[src/rtl/core/bbd_pkg.sv]
package bbd_pkg;

  // Fixed field widths
  localparam int unsigned PIX_W      = 18;
  localparam int unsigned NB_W       = 16;
  localparam int unsigned RAW_W      = 16;
  localparam int unsigned FW_W       = 13;
  localparam int unsigned FH_W       = 15;
  localparam int unsigned CFG_W      = 15;
  localparam int unsigned CFG_IDX_W  = 2;
  localparam int unsigned ROW_W      = 14;
  localparam int unsigned MAX_HEIGHT = 16384;
  localparam int unsigned FIFO_DEPTH = 4;
  localparam int unsigned FIFO_PTR_W = 2;
  localparam int unsigned FIFO_CNT_W = 3;

  // Reset values of the registers
  localparam logic [FW_W-1:0] FRAME_WIDTH_RST  = FW_W'(4096);
  localparam logic [FH_W-1:0] FRAME_HEIGHT_RST = FH_W'(1);

  typedef enum logic [1:0] {
    CH_RED   = 2'd0,
    CH_GREEN = 2'd1,
    CH_BLUE  = 2'd2
  } bbd_chan_e;

  typedef enum logic [CFG_IDX_W-1:0] {
    CFG_FRAME_WIDTH  = 2'd0,
    CFG_FRAME_HEIGHT = 2'd1,
    CFG_CFA_PATTERN  = 2'd2
  } bbd_cfg_e;

  typedef enum logic {
    KIND_SAMPLE = 1'b0,
    KIND_FLUSH  = 1'b1
  } bbd_kind_e;

  // Color at each site of the 2x2 tile, index {row lsb, col lsb}, per pattern
  localparam logic [3:0][3:0][1:0] CFA_TABLE = '{
    '{2'd1, 2'd0, 2'd2, 2'd1},   // GBRG
    '{2'd1, 2'd2, 2'd0, 2'd1},   // GRBG
    '{2'd0, 2'd1, 2'd1, 2'd2},   // BGGR
    '{2'd2, 2'd1, 2'd1, 2'd0}    // RGGB
  };

  // 3x3 neighborhood, [row][col]
  typedef logic [2:0][2:0][NB_W-1:0] bbd_nb_t;

  // Control of one item on its way to the window stage
  typedef struct packed {
    logic write;      // write the line memory back
    logic bottom;     // new bottom sample repeats the middle row
    logic valid;      // item produces pixels
    logic last;       // last column of the row
    logic final_px;   // last column of the frame
    logic prow_zero;  // pixel row is the top row
    logic prow_lsb;
    logic col_zero;
    logic col_one;
    logic col_lsb;
  } bbd_item_t;

  typedef struct packed {
    logic [PIX_W-1:0] red;
    logic [PIX_W-1:0] green;
    logic [PIX_W-1:0] blue;
    logic             frame_end;
    logic             run_last;
  } bbd_pix_t;

  typedef struct packed {
    logic [1:0] n;
    bbd_pix_t   pix0;
    bbd_pix_t   pix1;
  } bbd_push_t;

  // Gather the neighborhood of one pixel from the window
  function automatic bbd_nb_t bbd_pick(bbd_nb_t w, logic top_dup,
                                       logic [1:0] lc, logic [1:0] cc, logic [1:0] rc);
    bbd_nb_t    v;
    logic [1:0] r0;
    r0 = top_dup ? 2'd1 : 2'd0;
    v[0][0] = w[r0][lc];
    v[0][1] = w[r0][cc];
    v[0][2] = w[r0][rc];
    v[1][0] = w[1][lc];
    v[1][1] = w[1][cc];
    v[1][2] = w[1][rc];
    v[2][0] = w[2][lc];
    v[2][1] = w[2][cc];
    v[2][2] = w[2][rc];
    return v;
  endfunction

  // Bilinear interpolation of one site, values times four
  function automatic bbd_pix_t bbd_pixel(bbd_nb_t v, logic [1:0] pat, logic prow_lsb,
                                         logic pc_lsb, logic fe, logic rl);
    bbd_pix_t        p;
    bbd_chan_e       ch;
    bbd_chan_e       up;
    logic [NB_W-1:0] ctr;
    logic [NB_W:0]   vert;
    logic [NB_W:0]   horz;
    logic [PIX_W-1:0] edges;
    logic [PIX_W-1:0] diag;
    ch    = bbd_chan_e'(CFA_TABLE[pat][{prow_lsb, pc_lsb}]);
    up    = bbd_chan_e'(CFA_TABLE[pat][{~prow_lsb, pc_lsb}]);
    ctr   = v[1][1];
    vert  = (NB_W+1)'(v[0][1]) + (NB_W+1)'(v[2][1]);
    horz  = (NB_W+1)'(v[1][0]) + (NB_W+1)'(v[1][2]);
    edges = PIX_W'(vert) + PIX_W'(horz);
    diag  = PIX_W'(v[0][0]) + PIX_W'(v[0][2]) + PIX_W'(v[2][0]) + PIX_W'(v[2][2]);
    p.frame_end = fe;
    p.run_last  = rl;
    unique case (ch)
      CH_RED: begin
        p.red   = {ctr, 2'b00};
        p.green = edges;
        p.blue  = diag;
      end
      CH_BLUE: begin
        p.blue  = {ctr, 2'b00};
        p.green = edges;
        p.red   = diag;
      end
      default: begin
        p.green = {ctr, 2'b00};
        if (up == CH_RED) begin
          p.red  = {vert, 1'b0};
          p.blue = {horz, 1'b0};
        end else begin
          p.blue = {vert, 1'b0};
          p.red  = {horz, 1'b0};
        end
      end
    endcase
    return p;
  endfunction

endpackage

[src/rtl/core/bbd_out_fifo.sv]
module bbd_out_fifo
  import bbd_pkg::*;
(
  input  logic      clk_i,
  input  logic      rst_ni,
  input  bbd_push_t push_i,
  output logic      space_o,
  output logic      valid_o,
  input  logic      ready_i,
  output bbd_pix_t  data_o
);

  bbd_pix_t              ent_q [FIFO_DEPTH];
  logic [FIFO_PTR_W-1:0] wptr_q, wptr_d;
  logic [FIFO_PTR_W-1:0] rptr_q, rptr_d;
  logic [FIFO_CNT_W-1:0] cnt_q, cnt_d;
  logic                  pop;

  assign valid_o = (cnt_q != '0);
  assign data_o  = ent_q[rptr_q];
  assign pop     = valid_o && ready_i;
  assign space_o = (cnt_q <= FIFO_CNT_W'(FIFO_DEPTH - 2));

  // Advance pointers and count
  always_comb begin
    wptr_d = wptr_q + FIFO_PTR_W'(push_i.n);
    rptr_d = rptr_q + FIFO_PTR_W'(pop);
    cnt_d  = cnt_q + FIFO_CNT_W'(push_i.n) - FIFO_CNT_W'(pop);
  end

  always_ff @(posedge clk_i or negedge rst_ni) begin
    if (!rst_ni) begin
      wptr_q <= '0;
      rptr_q <= '0;
      cnt_q  <= '0;
    end else begin
      wptr_q <= wptr_d;
      rptr_q <= rptr_d;
      cnt_q  <= cnt_d;
    end
  end

  // Store one or two words per push
  always_ff @(posedge clk_i) begin
    if (push_i.n != 2'd0) begin
      ent_q[wptr_q] <= push_i.pix0;
    end
    if (push_i.n == 2'd2) begin
      ent_q[wptr_q + FIFO_PTR_W'(1)] <= push_i.pix1;
    end
  end

endmodule

[config.mk]
export PLATFORM = sky130hd
export DESIGN_NAME = bbd_out_fifo
export DESIGN_NICKNAME = d
export VERILOG_FILES = /design/src/rtl/core/bbd_pkg.sv /design/src/rtl/core/bbd_out_fifo.sv
export SDC_FILE = /design/constraint.sdc
export NUM_CORES = 1
export LEC_CHECK = 0
export ABC_AREA = 1
export BUFFER_PORTS_ARGS = -buffer_cell sky130_fd_sc_hd__buf_4
export CORE_MARGIN = 8
export CORE_UTILIZATION = 60
export CTS_CLUSTER_SIZE = 30
export DETAILED_ROUTE_END_ITERATION = 16
export PLACE_DENSITY = 0.95
export RECOVER_POWER = 50
export SYNTH_ARGS = -nofsm -noshare
export SYNTH_HDL_FRONTEND = slang
export SYNTH_SLANG_ARGS = --single-unit
[constraint.sdc]
create_clock -name clk_i -period 5.35 [get_ports clk_i]
set_clock_uncertainty 0.05 [all_clocks]
set_input_delay 1.07 -clock clk_i [delete_from_list [all_inputs] [get_ports clk_i]]
set_output_delay 1.07 -clock clk_i [all_outputs]
set_load 0.005 [all_outputs]
==> impl_metrics.json <==
{
  "viasPerCell": 5.85,
  "drtPass1Iterations": 6,
  "route.detailed.drc": 0,
  "cts.clk_slew.worst_paths_ps": 60,
  "crit_fanout": 55,
  "grt_overflow": 0,
  "antenna_cells": 0,
  "violations": "max-capacitance violations, max-slew violations",
  "busiest_layer": "met2",
  "area_delta_synth_final_pct": 17.7,
  "rows": 50,
  "leakagePower_nw": 5.59,
  "dieArea_mm2": 0.0234,
  "die_h_um": 153,
  "grt_max_degree": 113,
  "routedWlPerCell_um": 18.1,
  "clock.fmax_ghz": 0.232,
  "setup.worst_path.end_class": "output pin",
  "path_buf_inv": 3,
  "fin_hold_ws_ps": 425,
  "hold_viol": 0,
  "period_share_pct": 80.6,
  "pin_count": 175,
  "worstMarginPinSlew_ps": 2310,
  "power_density_mw_per_mm2": 548,
  "rsz0062_at_grt": "no",
  "routed_wirelength_mm": 28.6,
  "nets": 1456,
  "met3_usage_pct": 4.20,
  "finalSetupTns_ps": 0,
  "portBuffers": 174,
  "synth_ff_type": "edfxtp_1",
  "cts.sinks": 231,
  "htreeDepth": 1,
  "cts_resized": 0,
  "fillers": 1259,
  "use_met1_pct": 29.2,
  "required_ps": 4230,
  "critical_path_arrival_ps": 3190,
  "synth_cell_type_count": 24,
  "num_vias": 9273,
  "crit_family": "buffers and inverters",
  "root_buffer": "clkbuf_16",
  "startpoint_type": "flop",
  "crit_type": "reg -> out",
  "worst_path_largest_cell_delay_ps": 740,
  "crit_slowest_cell": "inv_1",
  "maxCapViolCount": 7,
  "hp-class": "in -> async",
  "synth_nets": 1330,
  "synthesis.area_mm2": 0.0113,
  "slew_viol_final": 563,
  "start_util_pct": 60.6,
  "yosysWarnings": 0,
  "gp_congestion": 0.793,
  "ir_drop_v": 0.000445,
  "worst_skew_pair.late_latency_ps": 500,
  "syn_inst": 1209,
  "finalCriticalPeriod_ps": 4310,
  "core_region_area_mm2": 0.0186,
  "ff_latch_area_mm2": 0.00691,
  "cts_setup_buffers": 0,
  "grt_pass1_vias": 9236,
  "die_w_um": 153,
  "hpwl_mm": 17.3,
  "grt_pass1_wl_mm": 45.6,
  "finalSetupViolations": 0,
  "grt_usage_pct": 23.8,
  "async_reset_ff_share_pct": 3.03,
  "drt_iter0_markers": 1148,
  "cts_inserted_buffers": 23,
  "cts_tree": "built",
  "ctsLongestPathBuffers": 3,
  "outcome": "finished with violations",
  "relSlewSlack_pct": -53.7,
  "antenna_found_initial": 1,
  "cts_hold_buf": 0,
  "synth_edf_count": 224,
  "yosys_register_bits": 231,
  "synth-seq-area-share_pct": 61.3,
  "layout-drive-gt1-share_pct": 16.5,
  "cp_cell_sequence": "inv_1 > buf_4 > o21ai_0 > o21ai_0 > buf_4",
  "grt.met2_usage_pct": 40.6,
  "multi_input_area_mm2": 0.00368,
  "syn_area_per_cell_um2": 9.32,
  "ant_nets": 0
}
area by class of cell:
type	count	share of cell area [%]
timing repair buffer	186	10.4
multi-input combinational	826	27.8
sequential	231	52.1
tap	234	2.21
inverter	67	1.91
clock inverter	8	0.878
clock buffer	33	4.77
routing by layer:
metal / share of wire (%) / vias to the layer above / routed length [um]
met5: 0.049 / - / 14
met4: 3.2 / 2 / 928
met3: 9.7 / 80 / 2770
met2: 51 / 546 / 14500
met1: 36 / 4262 / 10400
li1: - / 4383 / -
synth_stat cells (4+ instances only):
| library cell | n | area share (%) |
|---|---|---|
| o21ai_0 | 314 | 14 |
| nand2_1 | 246 | 8.2 |
| edfxtp_1 | 224 | 60 |
| nor2_1 | 171 | 5.7 |
| o21ai_1 | 79 | 3.5 |
| inv_1 | 64 | 2.1 |
| clkbuf_1 | 39 | 1.3 |
| buf_2 | 30 | 1.3 |
| buf_4 | 8 | 0.53 |
| buf_6 | 7 | 0.70 |
| dfrtp_1 | 7 | 1.6 |
| nand3_1 | 4 | 0.18 |
cell usage in the layout (no fill, tap or decap), drive strengths merged:
master | Yosys | routed
nand3 | 4 | 4
clkbuf | 39 | 40
dfrtp | 7 | 7
xnor2 | 1 | 1
o21ai | 393 | 393
fa | 1 | 1
clkinv | 0 | 6
nor2 | 173 | 173
edfxtp | 224 | 224
nand2 | 247 | 247
buf | 46 | 179
bufinv | 0 | 3
a21oi | 1 | 1
xor2 | 1 | 1
nand4 | 2 | 2
inv | 67 | 66
ha | 3 | 3
path summary, 6_finish.rpt:
path,depth (start not counted),slack [ps],end,start
max in group asynchronous,1,4490,rptr_q[0],rst_ni
worst max register to register,4,2180,ent_q[0][8],wptr_q[1]
worst min-delay path,1,430,rptr_q[1],rst_ni
worst max-delay path,5,1040,data_o[5],rptr_q[0]
worst min register to register,2,470,rptr_q[1],rptr_q[1]
min in group clk_i,2,470,rptr_q[1],rptr_q[1]
state kept, by name, indices dropped and copies added, names as in the netlist:
name and flops:
ent_q 224, cnt_q 3, rptr_q 2, wptr_q 2
cell families (layout without fill, tap and decap cells):
kind of cell / count (synthesis) / count (layout) / share of synthesized area [%]
and+or+nand+nor: 426 / 426 / 14.4
AOI/OAI and AO/OA: 394 / 394 / 17.5
DFF: 231 / 231 / 61.3
buffers and inverters: 152 / 294 / 6.13
adders and majority gates: 4 / 4 / 0.511
xor gates and xnor gates: 2 / 2 / 0.155
metrics by stage:
step / worst slack [ps] / utilization, % / area (um^2) / power, mW / instances
after detailed placement: 1910 / 67.6 / 12600 / 5.67 / 1544
after global placement: 1950 / 67.6 / 12600 / 5.53 / 1544
final: 1040 / 71.4 / 13300 / 7.26 / 1585
after floorplan: 2100 / - / 11300 / 4.46 / 1209
after CTS: 1370 / 71.6 / 13300 / 7.27 / 1585
after global routing: 866 / 71.4 / 13300 / 7.67 / 1585
power breakdown:
part / switching (mW) / total, mW / internal, mW
clock network: 0.640 / 1.61 / 0.966
registers: 0.223 / 3.03 / 2.80
logic: 1.67 / 2.63 / 0.957
Note: power is estimated with default switching activity, not from simulation.
